===== config.mk =====
export PLATFORM = sky130hd
export DESIGN_NAME = knn_label_majority_vote
export DESIGN_NICKNAME = d
export VERILOG_FILES = /design/src/design/knnv_pkg.sv /design/src/design/knn_label_majority_vote.sv /design/src/design/knnv_lookup.sv
export VERILOG_INCLUDE_DIRS = /design/src /design/src/design
export SDC_FILE = /design/constraint.sdc
export NUM_CORES = 2
export LEC_CHECK = 0
export BUFFER_PORTS_ARGS = -buffer_cell sky130_fd_sc_hd__buf_2
export CORE_AREA = 2 2 263 330
export CTS_CLUSTER_SIZE = 20
export DETAILED_ROUTE_END_ITERATION = 6
export DIE_AREA = 0 0 265 332
export PLACE_DENSITY = 0.67
export SYNTH_ARGS = -nofsm -noshare
export SYNTH_HDL_FRONTEND = slang
export SYNTH_SLANG_ARGS = --single-unit

===== constraint.sdc =====
create_clock -name clk -period 19.7 [get_ports clk]
set_input_delay 0.985 -clock clk [delete_from_list [all_inputs] [get_ports clk]]
set_output_delay 0.985 -clock clk [all_outputs]
set_load 0.05 [all_outputs]

===== src/design/assert_macros.svh =====
// Assertion macros used by knn_label_majority_vote.
// No dependencies; define ASSERT_OFF to compile the checks out.
`ifndef ASSERT_MACROS_SVH
`define ASSERT_MACROS_SVH

`ifndef ASSERT_OFF

// Check an expression at every clock edge outside reset.
`define ASSERT_ALWAYS(lbl, clk, rst_n, expr) \
    lbl: assert property (@(posedge clk) disable iff (!rst_n) (expr)) \
        else $error("assertion failed");

// Check that a condition implies a consequence in the same cycle.
`define ASSERT_IMPLIES(lbl, clk, rst_n, ante, cons) \
    lbl: assert property (@(posedge clk) disable iff (!rst_n) (ante) |-> (cons)) \
        else $error("assertion failed");

// Check that a condition implies a consequence in the next cycle.
`define ASSERT_NEXT(lbl, clk, rst_n, ante, cons) \
    lbl: assert property (@(posedge clk) disable iff (!rst_n) (ante) |=> (cons)) \
        else $error("assertion failed");

`else

`define ASSERT_ALWAYS(lbl, clk, rst_n, expr)
`define ASSERT_IMPLIES(lbl, clk, rst_n, ante, cons)
`define ASSERT_NEXT(lbl, clk, rst_n, ante, cons)

`endif

`endif


===== src/design/knnv_pkg.sv =====
// Shared types and constants of the nearest-neighbour label vote.
// No dependencies; imported by knnv_lookup and knn_label_majority_vote.
`timescale 1ns / 1ps

package knnv_pkg;

    // Table depth and derived index width
    localparam int MAX_QUORUM = 16;
    localparam int IDX_W      = (MAX_QUORUM > 1) ? $clog2(MAX_QUORUM) : 1;

    // Field widths
    localparam int LABEL_W = 32;
    localparam int COUNT_W = 5;

    typedef logic signed [LABEL_W-1:0] label_t;
    typedef logic [COUNT_W-1:0]        count_t;
    typedef logic [IDX_W-1:0]          idx_t;

    // Saturation ceiling of a vote count and the empty-result label
    localparam count_t COUNT_MAX = '1;
    localparam label_t NO_LABEL  = '1;

    // One neighbour transfer
    typedef struct packed {
        logic   neighbour_found;
        label_t neighbour_label;
        logic   last_neighbour;
    } nbr_item_t;

    // One vote result transfer
    typedef struct packed {
        label_t winning_label;
        count_t winning_votes;
        logic   table_overflow;
    } vote_item_t;

    // Table lookup outcome for one label
    typedef struct packed {
        logic hit;
        idx_t hit_idx;
        logic free_avail;
        idx_t free_idx;
    } lookup_t;

endpackage


===== src/design/knn_label_majority_vote.sv =====
// Top level of the nearest-neighbour label majority vote.
// Depends on knnv_pkg, knnv_lookup and assert_macros.svh.
//
// Channel     | Direction | Payload      | Transfer
// ------------+-----------+--------------+-----------------------------------
// neighbour   | in        | nbr_item_t   | neighbour_valid && neighbour_ready
// result      | out       | vote_item_t  | result_valid && result_ready
//
// One neighbour is taken every cycle unless a last neighbour is held; each is
// voted as it leaves the input register, by one parallel compare against the
// 16-entry table and one count update, and a last neighbour's result sits in
// the output register the cycle after its vote. Reset clears the valid bits,
// counts and winner at once, with no sweep. A last neighbour waits in the
// input register while an earlier result is still untaken; others never stall.
`timescale 1ns / 1ps
`include "assert_macros.svh"

module knn_label_majority_vote (
    input  logic                   clk,
    input  logic                   rst_n,
    input  logic                   neighbour_valid,
    output logic                   neighbour_ready,
    input  knnv_pkg::nbr_item_t    neighbour,
    output logic                   result_valid,
    input  logic                   result_ready,
    output knnv_pkg::vote_item_t   result
);
    import knnv_pkg::*;

    // Input register
    logic       pipe_vld_reg;
    nbr_item_t  pipe_reg;
    logic       advance;

    // Vote table and running winner
    label_t                  label_reg  [MAX_QUORUM];
    count_t                  count_reg  [MAX_QUORUM];
    count_t                  count_next [MAX_QUORUM];
    logic [MAX_QUORUM-1:0]   valid_reg;
    logic [MAX_QUORUM-1:0]   valid_next;
    count_t                  best_count_reg;
    count_t                  best_count_next;
    label_t                  best_label_reg;
    label_t                  best_label_next;
    logic                    ovf_reg;
    logic                    ovf_next;
    logic                    label_we;
    count_t                  bumped_count;
    lookup_t                 lookup;

    // Result register
    logic       res_vld_reg;
    vote_item_t res_reg;
    vote_item_t res_next;

    // Move the held item on unless it closes a query and the result slot is busy
    assign advance = pipe_vld_reg &&
                     (!pipe_reg.last_neighbour || !res_vld_reg || result_ready);
    assign neighbour_ready = !pipe_vld_reg || advance;

    always_ff @(posedge clk or negedge rst_n)
    begin
        if (!rst_n)
        begin
            pipe_vld_reg <= 1'b0;
        end
        else if (neighbour_ready)
        begin
            pipe_vld_reg <= neighbour_valid;
        end
    end

    // Capture the payload on each input transfer
    always_ff @(posedge clk)
    begin
        if (neighbour_valid && neighbour_ready)
        begin
            pipe_reg <= neighbour;
        end
    end

    knnv_lookup u_lookup (
        .labels (label_reg),
        .valid  (valid_reg),
        .query  (pipe_reg.neighbour_label),
        .lookup (lookup)
    );

    // Cast the vote, form the result, then clear at the end of a query
    always_comb
    begin
        count_next      = count_reg;
        valid_next      = valid_reg;
        best_count_next = best_count_reg;
        best_label_next = best_label_reg;
        ovf_next        = ovf_reg;
        label_we        = 1'b0;
        bumped_count    = count_reg[lookup.hit_idx] + count_t'(1);

        if (advance && pipe_reg.neighbour_found)
        begin
            if (lookup.hit)
            begin
                if (count_reg[lookup.hit_idx] != COUNT_MAX)
                begin
                    count_next[lookup.hit_idx] = bumped_count;
                    if (bumped_count > best_count_reg)
                    begin
                        best_count_next = bumped_count;
                        best_label_next = pipe_reg.neighbour_label;
                    end
                end
            end
            else if (lookup.free_avail)
            begin
                label_we                    = 1'b1;
                valid_next[lookup.free_idx] = 1'b1;
                count_next[lookup.free_idx] = count_t'(1);
                if (best_count_reg == '0)
                begin
                    best_count_next = count_t'(1);
                    best_label_next = pipe_reg.neighbour_label;
                end
            end
            else
            begin
                ovf_next = 1'b1;
            end
        end

        if (best_count_next == '0)
        begin
            res_next.winning_label = NO_LABEL;
            res_next.winning_votes = '0;
        end
        else
        begin
            res_next.winning_label = best_label_next;
            res_next.winning_votes = best_count_next;
        end
        res_next.table_overflow = ovf_next;

        if (advance && pipe_reg.last_neighbour)
        begin
            valid_next      = '0;
            best_count_next = '0;
            best_label_next = NO_LABEL;
            ovf_next        = 1'b0;
            for (int i = 0; i < MAX_QUORUM; i++)
            begin
                count_next[i] = '0;
            end
        end
    end

    // Table control state
    always_ff @(posedge clk or negedge rst_n)
    begin
        if (!rst_n)
        begin
            valid_reg      <= '0;
            best_count_reg <= '0;
            best_label_reg <= NO_LABEL;
            ovf_reg        <= 1'b0;
            for (int i = 0; i < MAX_QUORUM; i++)
            begin
                count_reg[i] <= '0;
            end
        end
        else
        begin
            valid_reg      <= valid_next;
            best_count_reg <= best_count_next;
            best_label_reg <= best_label_next;
            ovf_reg        <= ovf_next;
            count_reg      <= count_next;
        end
    end

    // Write a new label into its free entry
    always_ff @(posedge clk)
    begin
        if (label_we)
        begin
            label_reg[lookup.free_idx] <= pipe_reg.neighbour_label;
        end
    end

    // Hold the result until its transfer
    always_ff @(posedge clk or negedge rst_n)
    begin
        if (!rst_n)
        begin
            res_vld_reg <= 1'b0;
        end
        else if (advance && pipe_reg.last_neighbour)
        begin
            res_vld_reg <= 1'b1;
        end
        else if (result_ready)
        begin
            res_vld_reg <= 1'b0;
        end
    end

    always_ff @(posedge clk)
    begin
        if (advance && pipe_reg.last_neighbour)
        begin
            res_reg <= res_next;
        end
    end

    assign result_valid = res_vld_reg;
    assign result       = res_reg;

    // Checks on the vote logic
    `ASSERT_IMPLIES(a_no_votes_no_label, clk, rst_n, best_count_reg == '0, best_label_reg == NO_LABEL)
    `ASSERT_IMPLIES(a_empty_table_no_best, clk, rst_n, valid_reg == '0, best_count_reg == '0)
    `ASSERT_IMPLIES(a_overflow_when_full, clk, rst_n, ovf_reg, &valid_reg)
    `ASSERT_NEXT(a_last_clears_and_reports, clk, rst_n, advance && pipe_reg.last_neighbour, res_vld_reg && (valid_reg == '0))

endmodule


===== src/design/knnv_lookup.sv =====
// Parallel label lookup: first matching valid entry and first free entry.
// Depends on knnv_pkg.
`timescale 1ns / 1ps

module knnv_lookup (
    input  knnv_pkg::label_t                     labels [knnv_pkg::MAX_QUORUM],
    input  logic [knnv_pkg::MAX_QUORUM-1:0]      valid,
    input  knnv_pkg::label_t                     query,
    output knnv_pkg::lookup_t                    lookup
);
    import knnv_pkg::*;

    // Compare all entries at once; scan downward so the lowest index wins
    always_comb
    begin
        lookup = '0;
        for (int i = MAX_QUORUM - 1; i >= 0; i--)
        begin
            if (valid[i] && (labels[i] == query))
            begin
                lookup.hit     = 1'b1;
                lookup.hit_idx = idx_t'(i);
            end
            if (!valid[i])
            begin
                lookup.free_avail = 1'b1;
                lookup.free_idx   = idx_t'(i);
            end
        end
    end

endmodule

* Word-level counts from Yosys, hierarchy flattened
Index checks and enable logic that the tools add are counted.
Storage, ports and cells: bits in registers 720, bits of input ports 38, output and inout port bits 40, logic and storage cells 191
Operators by class: $add $sub $neg 1, $lt $le $gt $ge 7, equal/unequal tests 19, mux-type cells 77, bitwise gates (word level) 6, reduce and logical (&&, ||, !) cells 37
Operators by type and width (count):
- $bwmux 512 | 1
- $eq 32x32->1 | 16
- $mux 80 | 5
- $mux 32 | 8
- $mux 5 | 43
- $demux 32 s4 | 1
- $bwmux 80 | 1
- $and 64x64->64 | 1
- $mux 16 | 4
- $not 64->64 | 1
- $demux 5 s4 | 2
- $or 16x16->16 | 2
- $logic_and 1x1->1 | 23
- $bmux 5 s4 | 1
- $ge 5x5->1 const B | 2
- $logic_not 5->1 | 2
- $lt 5x1->1 const B | 2
- $mux 1 | 10
- $not 4->5 | 2
- $reduce_and 3->1 | 2
- $reduce_bool 2->1 | 3
- $add 5x1->5 const B | 1
- $gt 5x5->1 | 1
- $lt 4x5->1 const B | 1
- 8 further kinds | 12

* Logic depth before layout (Yosys ltp)
word-level depth 29, mapped depth 31, gate-level depth less buffers 26

* Modules after synthesis
A second synthesis with hierarchy kept.
Unflattened totals: cell total of the unflattened synthesis 2131, area, all modules 31321.3 sq um
Modules (own cells, without submodules):
- knn_label_majority_vote | times used 1, cells each 1314, area each 24855.1 sq um, sequential area each 20980.1 sq um
- knnv_lookup | times used 1, cells each 817, area each 6466.2 sq um, sequential area each 0.0 sq um

* Worst setup path after synthesis
Ideal clock, no wire load.
path kind register -> register, start point register pipe_reg[10] (netlist name), end point register res_reg (netlist bit result[7]) (data pin), setup time 0.264 ns, data arrival time 6.564 ns, data required time 19.436 ns, slack 12.871 ns, cell stages (with the launch flop) 28, path buffers 4, clock period less this slack 6.829 ns, cell sequence edfxtp_1 -> buf_4 -> xor2_1 -> or4_1 -> nor4_2 -> and4_1 -> a211oi_2 -> o2111a_2 -> o21bai_2 -> buf_6 -> mux2_2 -> a222oi_1 -> o211a_1 -> buf_2 -> inv_1 -> ha_1 -> a21boi_2 -> nor2_1 -> inv_1 -> ha_1 -> and3_1 -> a221oi_1 -> a311oi_1 -> a21oi_1 -> nor2_1 -> clkbuf_1 -> mux2i_1 -> o21ai_1
Between the ends: cells in the longest elaborated chain, start to end 29, elaborated cells between the ends (all ways) 64, those cells by class add/sub: 1; order compare: 1; eq/ne: 17; mux: 27; bitwise: 1; reduce/logical: 17
Ends and longest elaborated chain:
- start: declaration | RTL line knn_label_majority_vote.sv:32 | nbr_item_t pipe_reg;
- start signal: assignment | RTL line knn_label_majority_vote.sv:78 | pipe_reg <= neighbour;
- $eq 32x32->1 | RTL line knnv_lookup.sv:19 | if (valid[i] && (labels[i] == query))
- $logic_and 1x1->1 | RTL line knnv_lookup.sv:19
- $mux 5 (15 in series) | RTL line knnv_lookup.sv:19
- $mux 5 * | RTL line knnv_lookup.sv:19
- $not 4->5 (not written as such) | RTL line knn_label_majority_vote.sv:98, knn_label_majority_vote.sv:104
- $bmux 5 s4 | RTL line knn_label_majority_vote.sv:98, knn_label_majority_vote.sv:104
- $mux 5 (not written as such) (2 in series) | RTL line knn_label_majority_vote.sv:98, knn_label_majority_vote.sv:104
- $add 5x1->5 | RTL line knn_label_majority_vote.sv:98 | bumped_count = count_reg[lookup.hit_idx] + count_t'(1);
- $gt 5x5->1 | RTL line knn_label_majority_vote.sv:107 | if (bumped_count > best_count_reg)
- $mux 5 | RTL line knn_label_majority_vote.sv:107
- $mux 5 | RTL line knn_label_majority_vote.sv:104 | if (count_reg[lookup.hit_idx] != COUNT_MAX)
- $mux 5 | RTL line knn_label_majority_vote.sv:102 | if (lookup.hit)
- $mux 5 | RTL line knn_label_majority_vote.sv:100 | if (advance && pipe_reg.neighbour_found)
- $logic_not 5->1 | RTL line knn_label_majority_vote.sv:131 | if (best_count_next == '0)
- end signal: assignment | RTL line knn_label_majority_vote.sv:210 | res_reg <= res_next;
- end: declaration | RTL line knn_label_majority_vote.sv:53 | vote_item_t res_reg;
Mark *: on every way between the ends. The rest lies on a longest branch, timed or not. The select of a mux whose other input is x is not followed. A chain may end at the register's enable or synchronous reset.

* Worst setup path after layout
start point register pipe_reg[7] (netlist name), end point register res_reg (netlist bit result[12]) (data pin)
Between the ends: cells in the longest elaborated chain, start to end 29, elaborated cells between the ends (all ways) 66, those cells by class add/sub: 1; order compare: 1; eq/ne: 17; mux: 29; bitwise: 1; reduce/logical: 17
Ends and longest elaborated chain (RTL line):
- $eq 32x32->1 | knnv_lookup.sv:19
- $logic_and 1x1->1 | knnv_lookup.sv:19
- $mux 5 (16 in series) | knnv_lookup.sv:19
- $not 4->5 (not written as such) | knn_label_majority_vote.sv:98, knn_label_majority_vote.sv:104
- $bmux 5 s4 | knn_label_majority_vote.sv:98, knn_label_majority_vote.sv:104
- $mux 5 (not written as such) (2 in series) | knn_label_majority_vote.sv:98, knn_label_majority_vote.sv:104
- $add 5x1->5 | knn_label_majority_vote.sv:98
- $gt 5x5->1 | knn_label_majority_vote.sv:107
- $mux 5 | knn_label_majority_vote.sv:107
- $mux 5 | knn_label_majority_vote.sv:104
- $mux 5 | knn_label_majority_vote.sv:102
- $mux 5 | knn_label_majority_vote.sv:100
- $logic_not 5->1 | knn_label_majority_vote.sv:131
Parallel ways exist; a longest one is shown, timed or not. The select of a mux whose other input is x is not followed.

==> results.txt <==
* Yosys top cell by area: edfxtp_1
- Max Clock Skew: between 20 and 25 ps
- Outcome: complete, no violations
* Number of nets in the final layout: around 2700
* Commonest non-fill, non-tap cell in the layout: edfxtp_1
- Area share of the largest cell type after synthesis: 52.1%
- Final antenna-violating net count: 0
- Post-CTS Setup Bufs: 0
- The analysis attributes to net switching a power of between 800 and 900 uW.
- Measured against its own limit, the worst slew margin works out to approximately 14%.
* Number of nets produced by synthesis: ~2600
- Post-synth top flop: edfxtp_1
- Row Count: 120
- Using the TritonRoute via totals, the vias-per-cell ratio works out to 5.82.
- In the final layout, the share of cells above drive strength 1 is between 10% and 20%.
- In this run the power density over the cells is between 90 and 100 mW/mm^2.
* Unrepaired setup endpoints after global routing: false
- The min-delay analysis places its worst path in the category input port to asynchronous set/reset pin.
- Num ports: just under 80
* Die footprint: about 0.088 sq mm
* Setup-failing EPs final: 0
- At the end of routability-driven placement, the weighted congestion stood at 0.998.
* Worst EP required: roughly 20000 ps
- The clock network is responsible for about 42% of the overall power.
* Register area share after synthesis: slightly above 60%
- The number of global-route vias before repair was between 20000 and 25000.
- Synthesized area divided by synthesized cell count: around 13 sq um
* Maximum number of pins on one net before global-route repair: 73
* Period utilisation layout: around half
- Timing would allow up to 104 MHz.
* Post_cts resized: 0
- Congestion Overflow GR: 0
- For this design the static power due to leakage is about 13 nW.
- Number of sinks on the clock net: 720
- In this run the worst path has a maximum fanout of 33.
- Proportion of register bits with asynchronous set or reset after synthesis: 18.9%
- Clock Path Buffers: 3
- By startpoint and endpoint, the worst setup path is classified as flip-flop to flip-flop.
* Antenna cells: 0
* Root cell of the clock tree: clkbuf_16
- In the layout the commonest cells are edfxtp_1 (584), xor2_1 (404), nand2_1 (173).
- Drt wl/cell: roughly 25 microns
- Depth of the worst register-to-register path: 27
- Summing over every cut layer, the via total after detailed routing is 22400.
* I/O Buffers: between 70 and 80
- The region available for standard cell placement spans ~0.085 sq mm.
- Initial antenna violation count: 1
* Number of hold-slack violations in the final timing report: 0
* Clk pin slew, worst setup/hold paths: approximately 60 ps
- Cell internal power was estimated by the tool at between 2 and 3 mW.
- The synthesized design contains a little over 700 register bits.
- H-tree depth: 3
- For the pin with the worst max-slew slack, the measured transition is approximately 1300 ps.
* Initial drt markers: about 2500
* DR DRC count: 0
- TritonCTS built the clock tree.
- The die is around 270 microns wide.
- The number of max-slew violations in the final report is 0.
* Total routing usage reported by global routing: a little over a fifth
- Fraction of power spent switching nets: around a quarter
- Detailed placement ended at an HPWL of 59800 microns.
- In this run, synthesis inferred 584 flip-flops with an integrated enable.
- Total iterations of the first detailed-routing run: 5
* Data arrival time at the worst-slack endpoint: between 9000 and 10000 ps
- Later-pin clock latency in the skew report: ~630 ps
* Max reg flops: just over 500
- Clock buffers created by TritonCTS: 78
- Yosys attributes the largest share of cell area to edfxtp_1 (52%), xor2_1 (11%), dfrtp_1 (7.7%).
- After detailed routing, the total wire length is ~96000 microns.
- From synthesis to final layout, the design area changed by 12.5%.
* Type of element launching the critical path: flip-flop
- The first global-routing pass estimated ~140000 microns of wire.
- The Yosys step of the flow raised 0 warnings.
- Summed over all failing endpoints, the final setup total negative slack is 0 ps.
- The worst path in the final design needs a cycle of 9580 ps, including I/O delays and setup.
- Once the floorplan was initialized, standard cells occupied ~40% of the core.
* Max-Cap Viols: 0
- Combinational share of power: a little under a tenth
- Endpoint kind of the worst setup timing path: flip-flop
* Count of hold-fix buffers inserted at cts: 0
* Die span in y: 332 microns
* Yosys cell types: 95
* Post-synthesis instance area: 0.0337 sq mm
- Maximum vdd drop: about 0.084 mV
- Cells after synthesis: roughly 2600
- Cells fill between 40 and 50% of the core in the end.
- Seq pwr share: between 40% and 50%
[metal layers]
layer  up-vias  wire (microns)  GRT usage [%]
met2      1114           44500           34.2
met3       256            7390           3.70
met4         0            4100           9.45
met1     11200           40300           29.2
met5         -               0              0
li1       9859               -              -
[power by group through the flow]
stage	registers [mW]	clock network, mW	logic [mW]
after global routing	1.73	1.59	0.353
after CTS	1.73	1.53	0.326
after detailed placement	1.76	0	0.325
after floorplan	1.78	0	0.190
final	1.73	1.51	0.329
after global placement	1.76	0	0.323
[final timing paths]
check / from / endpoint / slack (ps)
setup / recovery: pipe_reg[7]$_DFFE_PP_ / result[12]$_SDFFCE_PN1P_ / 10120
hold / removal: rst_n / count_reg[29]$_DFFE_PN0P_ / 380
setup reg to reg: pipe_reg[7]$_DFFE_PP_ / result[12]$_SDFFCE_PN1P_ / 10120
hold reg to reg: count_reg[32]$_DFFE_PN0P_ / count_reg[32]$_DFFE_PN0P_ / 490
max in group asynchronous: rst_n / count_reg[53]$_DFFE_PN0P_ / 17960
min in group clk: count_reg[32]$_DFFE_PN0P_ / count_reg[32]$_DFFE_PN0P_ / 490
[synthesized netlist by cell type, drive strengths merged, types with 16 or more instances]
cell type	count
nand4b	16
nand3	67
clkbuf	33
and2	16
edfxtp	584
nor2	107
dfstp	32
nor3	45
nor4	175
xnor2	107
mux2i	58
nand2b	17
dfrtp	104
nand2	174
a21oi	72
xor2	404
o21ai	144
buf	81
or4	23
o31ai	23
nand4	72
inv	36
[cell families (layout without fill, tap and decap cells)]
| logic type | Yosys count | in the layout | synth area share, % |
|---|---|---|---|
| fa+ha+maj | 7 | 7 | 0.260 |
| buf+inv | 150 | 324 | 2.68 |
| simple gates | 775 | 775 | 12.4 |
| flops | 720 | 720 | 62.3 |
| compound gates | 347 | 347 | 6.91 |
| mux | 70 | 70 | 2.13 |
| xor+xnor | 511 | 511 | 13.3 |
[critical path, cell delays in order, from the launching register on]
cell	delay, ps
edfxtp_1	940
buf_4	480
xor2_1	140
nor4_1	270
nand3_1	140
nor4_1	740
a311oi_2	170
o2bb2ai_4	810
mux2i_1	200
a222oi_1	360
o211a_1	530
inv_1	230
ha_1	310
a21boi_2	210
nor2_1	670
inv_1	300
ha_1	360
and3_1	180
a221oi_1	100
a311oi_1	330
a21oi_1	160
nor2_4	90
buf_4	500
o22ai_1	250
and3_1	240
o211ai_2	50
buf_4	360
o21ai_1	110
[metrics by stage]
stage                     cells  hold WS (ps)  setup slack, ps  power [mW]  instance area, sq um
final                      3852           381            10120        3.57                 37900
after global routing       3852           433             9560        3.67                 37900
after CTS                  3852           400            10350        3.58                 37900
after detailed placement   3707           480            10360        2.08                 35300
after global placement     3707           477            10600        2.08                 35300
after floorplan            2580           442            12870        1.97                 33700
[layout make-up]
class | count | area (sq um)
Sequential cell | 720 | 21000
Timing Repair Buffer | 143 | 887
Clock inverter | 44 | 473
Multi-Input combinational cell | 1710 | 11900
Inverter | 36 | 135
Tap cell | 1098 | 1370
Clock buffer | 101 | 2150
Fill cell | 7660 | 47100
Power figures use the tool's default switching activity.
